## config.mk

```make
export PLATFORM = sky130hd
export DESIGN_NAME = tick_task_scheduler_table
export DESIGN_NICKNAME = d
export VERILOG_FILES = /design/src/sv/tts_pkg.sv /design/src/sv/tts_slot_alu.sv /design/src/sv/tick_task_scheduler_table.sv
export SDC_FILE = /design/constraint.sdc
export NUM_CORES = 1
export LEC_CHECK = 0
export ABC_CLOCK_PERIOD_IN_PS = 6300
export BUFFER_PORTS_ARGS = -buffer_cell sky130_fd_sc_hd__buf_4
export CELL_PAD_IN_SITES_DETAIL_PLACEMENT = 1
export CELL_PAD_IN_SITES_GLOBAL_PLACEMENT = 2
export CORE_ASPECT_RATIO = 0.6
export CORE_UTILIZATION = 44
export DETAILED_ROUTE_END_ITERATION = 8
export GPL_ROUTABILITY_DRIVEN = 0
export GPL_TIMING_DRIVEN = 1
export HOLD_SLACK_MARGIN = 0.02
export PLACE_DENSITY_LB_ADDON = 0.1
export RECOVER_POWER = 100
export SLEW_MARGIN = 20
export SYNTH_ARGS = -nofsm -noshare
export SYNTH_HDL_FRONTEND = slang
export SYNTH_SLANG_ARGS = --single-unit
```

## constraint.sdc

```tcl
create_clock -name i_clk -period 6.3 [get_ports i_clk]
set_input_delay 0.315 -clock i_clk [delete_from_list [all_inputs] [get_ports i_clk]]
set_output_delay 0.315 -clock i_clk [all_outputs]
set_load 0.1 [all_outputs]
```

## src/sv/tts_pkg.sv

```systemverilog
package tts_pkg;

    localparam int SLOTS  = 8;
    localparam int IDX_W  = (SLOTS > 1) ? $clog2(SLOTS) : 1;
    localparam int SLOT_W = 6;
    localparam int TASK_W = 8;
    localparam int TIME_W = 16;
    localparam int PEND_W = 8;
    localparam int KIND_W = 2;
    localparam int STAT_W = 2;

    localparam logic [PEND_W-1:0] PEND_MAX = '1;

    typedef enum logic [KIND_W-1:0] {
        KIND_ADD,
        KIND_DEL,
        KIND_TICK,
        KIND_DISP
    } t_kind;

    typedef enum logic [STAT_W-1:0] {
        ST_OK,
        ST_FULL,
        ST_RANGE
    } t_status;

    typedef enum logic [2:0] {
        S_IDLE,
        S_ADD,
        S_DEL,
        S_TICK,
        S_DISP,
        S_FLUSH
    } t_state;

    typedef enum logic {
        ALU_TICK,
        ALU_DISP
    } t_alu_op;

    typedef struct packed {
        logic [TASK_W-1:0] tid;
        logic [TIME_W-1:0] delay;
        logic [TIME_W-1:0] period;
        logic [PEND_W-1:0] pend;
    } t_slot;

endpackage

```

## src/sv/tts_slot_alu.sv

```systemverilog
module tts_slot_alu import tts_pkg::*; (
    input  t_alu_op i_op,
    input  t_slot   i_slot,
    output t_slot   o_slot,
    output logic    o_hit
);

    logic occupied;

    assign occupied = (i_slot.tid != '0);

    always_comb begin
        o_slot = i_slot;
        o_hit  = 1'b0;
        case (i_op)
            ALU_TICK: begin
                if (occupied) begin
                    if (i_slot.delay == '0) begin
                        if (i_slot.pend != PEND_MAX) begin
                            o_slot.pend = PEND_W'(i_slot.pend + 1'b1);
                        end
                        if (i_slot.period != '0) begin
                            o_slot.delay = TIME_W'(i_slot.period - 1'b1);
                        end
                    end else begin
                        o_slot.delay = TIME_W'(i_slot.delay - 1'b1);
                    end
                end
            end
            ALU_DISP: begin
                if (occupied && (i_slot.pend != '0)) begin
                    o_hit       = 1'b1;
                    o_slot.pend = PEND_W'(i_slot.pend - 1'b1);
                    if (i_slot.period == '0) begin
                        o_slot = '0;
                    end
                end
            end
            default: begin
                o_slot = i_slot;
            end
        endcase
    end

endmodule

```

## src/sv/tick_task_scheduler_table.sv

```systemverilog
// Task slot table for a tick-driven cooperative scheduler. An item is taken when start is high
// and busy is low; its results come on the o_ ports for one cycle each, marked by o_strobe, and
// cannot be held off, so the receiver must take every strobed result. Add scans from slot 0 and
// finishes on the first free slot or, with none free, on the last slot. Tick and dispatch visit
// every slot in turn, one slot per cycle, through one slot update unit, and dispatch then passes
// through a flush state. Add and delete results appear in the cycle after the deciding slot is
// visited. A dispatch hit is held back until the next hit is found, and then appears in the
// cycle after that, or until the scan ends, and then passes through the flush state first; the
// last result of an item (o_last high) appears in the first cycle that busy is low again. Tick
// gives no result, nor does a dispatch with nothing due.
module tick_task_scheduler_table import tts_pkg::*; (
    input  logic              i_clk,
    input  logic              i_rst_n,
    input  logic              start,
    output logic              busy,
    input  logic [KIND_W-1:0] i_kind,
    input  logic [TASK_W-1:0] i_task_id,
    input  logic [TIME_W-1:0] i_start_delay,
    input  logic [TIME_W-1:0] i_repeat_period,
    input  logic [SLOT_W-1:0] i_slot_index,
    output logic              o_strobe,
    output logic [SLOT_W-1:0] o_slot,
    output logic [TASK_W-1:0] o_run_task,
    output logic [STAT_W-1:0] o_status,
    output logic              o_last
);

    t_state            r_state, n_state;
    logic [IDX_W-1:0]  r_cnt, n_cnt;
    t_slot             r_slots [SLOTS];

    logic [TASK_W-1:0] r_tid;
    logic [TIME_W-1:0] r_dly;
    logic [TIME_W-1:0] r_per;
    logic [SLOT_W-1:0] r_sidx;

    logic              r_held_valid, n_held_valid;
    logic [SLOT_W-1:0] r_held_slot, n_held_slot;
    logic [TASK_W-1:0] r_held_task, n_held_task;

    logic              r_out_valid, n_out_valid;
    logic [SLOT_W-1:0] r_out_slot, n_out_slot;
    logic [TASK_W-1:0] r_out_task, n_out_task;
    t_status           r_out_status, n_out_status;
    logic              r_out_last, n_out_last;

    logic              w_en;
    logic [IDX_W-1:0]  w_addr;
    t_slot             w_data;

    t_slot             rd_slot;
    t_slot             alu_slot;
    logic              alu_hit;
    t_alu_op           alu_op;
    logic              accept;
    logic              scan_end;
    logic              rd_free;
    logic              del_ok;

    assign accept   = start && (r_state == S_IDLE);
    assign busy     = (r_state != S_IDLE);
    assign rd_slot  = r_slots[r_cnt];
    assign rd_free  = (rd_slot.tid == '0);
    assign scan_end = (r_cnt == IDX_W'(SLOTS - 1));
    assign del_ok   = ({1'b0, r_sidx} < (SLOT_W + 1)'(SLOTS));
    assign alu_op   = (r_state == S_DISP) ? ALU_DISP : ALU_TICK;

    tts_slot_alu u_alu (
        .i_op   (alu_op),
        .i_slot (rd_slot),
        .o_slot (alu_slot),
        .o_hit  (alu_hit)
    );

    // next state
    always_comb begin
        n_state = r_state;
        case (r_state)
            S_IDLE: begin
                if (start) begin
                    case (t_kind'(i_kind))
                        KIND_ADD:  n_state = S_ADD;
                        KIND_DEL:  n_state = S_DEL;
                        KIND_TICK: n_state = S_TICK;
                        KIND_DISP: n_state = S_DISP;
                        default:   n_state = S_IDLE;
                    endcase
                end
            end
            S_ADD: begin
                if (rd_free || scan_end) begin
                    n_state = S_IDLE;
                end
            end
            S_DEL: begin
                n_state = S_IDLE;
            end
            S_TICK: begin
                if (scan_end) begin
                    n_state = S_IDLE;
                end
            end
            S_DISP: begin
                if (scan_end) begin
                    n_state = S_FLUSH;
                end
            end
            S_FLUSH: begin
                n_state = S_IDLE;
            end
            default: begin
                n_state = S_IDLE;
            end
        endcase
    end

    // datapath and results
    always_comb begin
        n_cnt        = IDX_W'(r_cnt + 1'b1);
        n_held_valid = r_held_valid;
        n_held_slot  = r_held_slot;
        n_held_task  = r_held_task;
        n_out_valid  = 1'b0;
        n_out_slot   = '0;
        n_out_task   = '0;
        n_out_status = ST_OK;
        n_out_last   = 1'b0;
        w_en         = 1'b0;
        w_addr       = r_cnt;
        w_data       = alu_slot;
        case (r_state)
            S_IDLE: begin
                n_cnt        = '0;
                n_held_valid = 1'b0;
            end
            S_ADD: begin
                if (rd_free) begin
                    w_en        = 1'b1;
                    w_data      = '{tid: r_tid, delay: r_dly, period: r_per, pend: '0};
                    n_out_valid = 1'b1;
                    n_out_slot  = SLOT_W'(r_cnt);
                    n_out_last  = 1'b1;
                end else if (scan_end) begin
                    n_out_valid  = 1'b1;
                    n_out_status = ST_FULL;
                    n_out_last   = 1'b1;
                end
            end
            S_DEL: begin
                n_out_valid = 1'b1;
                n_out_slot  = r_sidx;
                n_out_last  = 1'b1;
                if (del_ok) begin
                    w_en   = 1'b1;
                    w_addr = r_sidx[IDX_W-1:0];
                    w_data = '0;
                end else begin
                    n_out_status = ST_RANGE;
                end
            end
            S_TICK: begin
                w_en = 1'b1;
            end
            S_DISP: begin
                w_en = 1'b1;
                if (alu_hit) begin
                    // hold each hit back until the next one so the final one can carry last
                    n_out_valid  = r_held_valid;
                    n_out_slot   = r_held_slot;
                    n_out_task   = r_held_task;
                    n_held_valid = 1'b1;
                    n_held_slot  = SLOT_W'(r_cnt);
                    n_held_task  = rd_slot.tid;
                end
            end
            S_FLUSH: begin
                n_out_valid  = r_held_valid;
                n_out_slot   = r_held_slot;
                n_out_task   = r_held_task;
                n_out_last   = 1'b1;
                n_held_valid = 1'b0;
            end
            default: begin
                n_cnt = '0;
            end
        endcase
    end

    always_ff @(posedge i_clk) begin
        if (!i_rst_n) begin
            r_state      <= S_IDLE;
            r_cnt        <= '0;
            r_held_valid <= 1'b0;
            r_out_valid  <= 1'b0;
        end else begin
            r_state      <= n_state;
            r_cnt        <= n_cnt;
            r_held_valid <= n_held_valid;
            r_out_valid  <= n_out_valid;
        end
    end

    always_ff @(posedge i_clk) begin
        if (!i_rst_n) begin
            for (int i = 0; i < SLOTS; i++) begin
                r_slots[i] <= '0;
            end
        end else if (w_en) begin
            r_slots[w_addr] <= w_data;
        end
    end

    always_ff @(posedge i_clk) begin
        if (accept) begin
            r_tid  <= i_task_id;
            r_dly  <= i_start_delay;
            r_per  <= i_repeat_period;
            r_sidx <= i_slot_index;
        end
        r_held_slot  <= n_held_slot;
        r_held_task  <= n_held_task;
        r_out_slot   <= n_out_slot;
        r_out_task   <= n_out_task;
        r_out_status <= n_out_status;
        r_out_last   <= n_out_last;
    end

    assign o_strobe   = r_out_valid;
    assign o_slot     = r_out_slot;
    assign o_run_task = r_out_task;
    assign o_status   = r_out_status;
    assign o_last     = r_out_last;

`ifndef SYNTHESIS
    a_result_from_work: assert property (@(posedge i_clk) disable iff (!i_rst_n)
        r_out_valid |-> $past(r_state != S_IDLE))
        else $error("result without work in progress");

    a_full_slot_zero: assert property (@(posedge i_clk) disable iff (!i_rst_n)
        (r_out_valid && (r_out_status == ST_FULL)) |-> (r_out_slot == '0))
        else $error("table full result with nonzero slot");

    a_dispatch_ok: assert property (@(posedge i_clk) disable iff (!i_rst_n)
        (r_out_valid && (r_out_task != '0)) |-> (r_out_status == ST_OK))
        else $error("dispatch result with error status");

    a_accept_busy: assert property (@(posedge i_clk) disable iff (!i_rst_n)
        accept |=> busy)
        else $error("transfer taken but block not busy");
`endif

endmodule

```

Word-level counts from Yosys, hierarchy flattened
Memory sizes are Yosys's and may differ from the RTL's. A register that Yosys moved wholly into a read port is not among the register bits.
Index checks and enable logic that the tools add are counted.

word-level totals
  flip-flop bits (word level) = 82
  RAM bits = 384
  input bits = 51
  output and inout bits = 19
  word-level logic and storage cells = 112
  memories = 1

cells by class
  add/sub/neg operators = 5
  magnitude comparators = 1
  equality and inequality tests = 15
  multiplexer cells = 53
  bitwise gates (word level) = 1
  reductions and logical operators = 22

memories
  memory   words  width  rd ports  clocked after memory_dff  write ports  line                             text
  r_slots  8      48     1         1                         8            tick_task_scheduler_table.sv:30  t_slot r_slots [SLOTS];

operator list
  kind                   number
  $mux 48                5
  $pmux 48 s2            1
  $mux 16                4
  $reduce_or 48->1       1
  $mux 8                 5
  $logic_not 16->1       2
  $pmux 16 s2            1
  $pmux 8 s2             2
  $sub 16x1->16 const B  2
  $mux 3                 10
  $pmux 3 s4             2
  $pmux 6 s4             1
  $mux 1                 16
  $reduce_bool 16->1     1
  $reduce_bool 8->1      2
  $ne 2x2->1 const B     5
  $eq 3x3->1 const B     3
  $add 8x1->8 const B    1
  $logic_not 8->1        1
  $ne 8x8->1 const B     1
  $sub 8x1->8 const B    1
  $eq 3x2->1 const B     2
  $lt 6x4->1 const B     1
  $reduce_and 2->1       3
  other kinds (19)       24

Longest topological paths before layout
  depth in word-level cells = 8
  depth in mapped cells = 19
  depth with buffers taken out = 11

Modules after synthesis
A second synthesis with hierarchy kept.

unflattened totals
  cells, all modules = 1549
  area total of the unflattened synthesis = 21456.8 µm²

by module, submodules not included
  module                     times used  cells an instance  area an instance (µm²)  sequential area each (µm²)
  tick_task_scheduler_table  1           1276               19683.9                 13743.2
  tts_slot_alu               1           273                1773.0                  0.0

Worst setup path after synthesis
Ideal clock, no wire load.

  path type = flip-flop to flip-flop
  start = register r_cnt[1]
  end = memory r_slots[0][34] in the netlist's numbering, data pin
  library setup time = 0.283 ns
  arrival = 4.440 ns
  data required time = 6.017 ns
  setup slack = 1.577 ns
  cell stages (with the launch flop) = 18
  buffers on the path = 8
  clock period less this slack = 4.723 ns
  cells stage by stage = dfxtp_1 -> buf_2 -> buf_4 -> buf_2 -> buf_2 -> buf_2 -> buf_2 -> clkbuf_1 -> mux4_2 -> mux2i_1 -> ha_1 -> or4b_2 -> clkbuf_1 -> nor4b_1 -> xor2_1 -> a31oi_1 -> a22oi_2 -> nor3_1

RTL lines
  item                    line                              text
  start, declared         tick_task_scheduler_table.sv:29   logic [IDX_W-1:0] r_cnt, n_cnt;
  start signal, assigned  tick_task_scheduler_table.sv:197  r_cnt <= n_cnt;
  end, declared           tick_task_scheduler_table.sv:30

==> run metrics <==
most frequent cell after synthesis edfxtp_1; final WL about 75 mm; Post-Route Skew about 0.022 ns; Mapped Cells approximately 1,700; Synth Flop Type edfxtp_1; Cell variety after synth 92; Final Hold Fails 0; post-layout util about 50%; crit path max-delay cell type nor4_1; Worst Path Required ~6.5 ns; post-synth top area share about three fifths; row count 63; Hold WC Path Type in -> reg; area of the core just under 50,000 um2; Pwr Total between 7 and 8 mW; n_diodes 0; vias per inst 6.207; TritonRoute pass-1 iters 5; Yosys top cell by area edfxtp_1; Post-synth EDFFs 441; starting density of the core approximately 45%; Syn. warnings 0; clk sinks about 470; post-cts sizing count 0; relative slew slack -60.19%; CP bufs+invs 1; vias in the first global route roughly 16,000; Die W between 200 and 300 um; Post-DP HPWL ~48 mm; share of layout cells above drive strength 1 approximately 16%; Max Cap Viol 3; Tot GR Track Use approximately 30%; Net count, final 1,889; Seq/Total Area, Yosys 62.08%; Final Cycle Share about nine tenths; Skew-Pair Late Insertion Delay roughly 0.58 ns; Vias around 16,000; Clk pin slew, worst setup/hold paths roughly 0.06 ns; status complete, but fails checks; clock tree buffer depth 3; CP Cell Sequence mux4_2 -> nor4_1 -> nand3_1 -> and3_1 -> o21ai_0 -> a21oi_1 -> or2_2 -> nand2_1 -> clkbuf_2; syn avg cell area between 10 and 15 um2; failing checks max-capacitance violations, max-slew violations; PD cells ~310 nW/um2; Setup CP Type reg -> reg; initial antenna violation count 0; Final min period approximately 5.7 ns; CP peak stage delay approximately 0.86 ns; TritonCTS clock tree yes; largest net degree at the start of global routing 56; clock root cell clkbuf_16; Hold Buf Count CTS 46; H-tree depth 2; Top delay family on crit path simple AND/OR/NAND/NOR gates; Mapped Area between 20,000 and 25,000 um2; die height approximately 180 um; Worst-Margin Slew 2.403 ns; Synth-to-Final Area Change 13.60%; CP Max Fanout 32; antenna-violating nets left 0; Lkg Pwr slightly below 9 nW; per-cell routed wire length slightly below 30 um; global route overflow 0; asr flop ratio synth 0%; number of port buffers 69; Setup Buffers After CTS 0; Syn Nets between 1,500 and 2,000; io pins 70; critical path arrival 5.87 ns; Setup violations, final 0; first-pass GRT wire length 110.2 mm; Peak VDD IR 221.8 uV; Yosys reg bits around 470; CP startpoint kind flop; total die area around 51,000 um2; RSZ-0062 raised after global routing false; detailed-route DRC error count 0; Pins Over Slew Limit 50; setup TNS 0 ns; Max Clock Freq 176.4 MHz; critical path endpoint category flop; initial drt markers about 1,700; Synth area leaders edfxtp_1 60%, mux4_2 8.3%, nor2_1 7.1%; top post-synthesis cells by count 441 x edfxtp_1, 416 x nor2_1, 111 x nand2_1; CTS buffer count 46
-- stage by stage --
stage	hold WS, ns	std cells	instance area, um2	worst slack (ns)
2_1_floorplan	0.4081	1721	22140	1.577
3_3_place_gp	0.4216	2382	23530	1.011
3_5_place_dp	0.4305	2382	23530	0.8885
4_1_cts	0.03734	2512	25540	0.8369
5_1_grt	0.08541	2512	25150	0.2774
6_report	0.05396	2512	25150	0.6296
-- placed cells by master, fill, tap and decap left out, types with 8 or more instances in the layout --
| master | netlist | layout |
|---|---|---|
| mux2i_1 | 55 | 55 |
| or3_1 | 13 | 13 |
| and3_1 | 13 | 13 |
| edfxtp_1 | 441 | 441 |
| nor3_1 | 65 | 67 |
| nand4_1 | 11 | 11 |
| buf_4 | 7 | 35 |
| nand2b_1 | 10 | 8 |
| ha_1 | 12 | 12 |
| dlygate4sd3_1 | 0 | 46 |
| clkbuf_4 | 0 | 45 |
| nand3_1 | 32 | 32 |
| nor2_2 | 9 | 9 |
| and2_1 | 15 | 11 |
| clkbuf_1 | 49 | 39 |
| nor4_1 | 9 | 10 |
| xnor2_1 | 13 | 13 |
| a31oi_1 | 12 | 12 |
| a22oi_1 | 13 | 29 |
| buf_12 | 0 | 9 |
| mux2_2 | 19 | 19 |
| o31ai_1 | 13 | 13 |
| nand2_1 | 111 | 111 |
| clkbuf_16 | 0 | 47 |
| clkinv_2 | 0 | 9 |
| nor2_1 | 416 | 416 |
| dfxtp_1 | 25 | 22 |
| o21ai_0 | 26 | 29 |
| inv_1 | 16 | 16 |
| a21oi_1 | 29 | 37 |
| mux4_2 | 82 | 82 |
-- worst register-to-register path, stage by stage, from the launching register on --
cell and delay, ns:
dfxtp_4 0.79, mux4_2 0.67, nor4_1 0.86, nand3_1 0.36, and3_1 0.30, o21ai_0 0.27
a21oi_1 0.22, or2_2 0.37, nand2_1 0.73, clkbuf_2 0.72
-- power breakdown --
group | switching (mW) | internal [mW] | total [mW]
sequential | 0.0938 | 3.54 | 3.63
clock | 1.24 | 1.66 | 2.91
combinational | 0.797 | 0.373 | 1.17
-- cell families (layout without fill, tap and decap cells) --
family                     count (synthesis)  after routing  share of synthesized area [%]
adders and majority gates                 12             12                         0.6782
muxes                                    157            157                          11.86
DFF                                      466            466                          62.08
and+or+nand+nor                          744            744                          14.88
buffers and inverters                    129            270                          2.843
xor gates and xnor gates                  17             17                         0.6726
AOI/OAI and AO/OA                        196            196                          6.986
-- sequential cells by signal (all words and copies together), names as in the netlist --
name	cells
r_slots	384
r_tid	8
o_last	1
r_per	16
o_strobe	1
r_sidx	6
r_held_task	8
r_dly	16
r_held_valid	1
r_held_slot	3
r_state	3
o_status	2
r_cnt	3
o_slot	6
o_run_task	8
-- cell type report --
type | count | area, um2
clock buffers | 57 | 1214
fillers | 5018 | 24350
clock inverters | 27 | 330.3
repair buffers | 169 | 1375
inverters | 17 | 63.81
well taps | 650 | 813.3
flip-flops and latches | 466 | 13750
multi-input cells | 1126 | 7601
-- final timing paths --
path / slack [ns] / cells after the start / to / from
worst max-delay path: 0.63 / 9 / r_slots[1][0] / r_cnt[0]
worst min-delay path: 0.05 / 3 / r_state[2] / start
worst max register to register: 0.63 / 9 / r_slots[1][0] / r_cnt[0]
worst min register to register: 0.44 / 1 / o_run_task[1] / r_held_task[1]
-- layer usage --
metal / track usage, % / vias up / part of all wire (%)
li1: - / 6651 / -
met1: 44.81 / 8185 / 47
met2: 43.18 / 648 / 43
met3: 5.934 / 107 / 7.9
met4: 7.917 / 0 / 2.4
met5: 0 / - / 0
(Power assumes the default switching activity.)
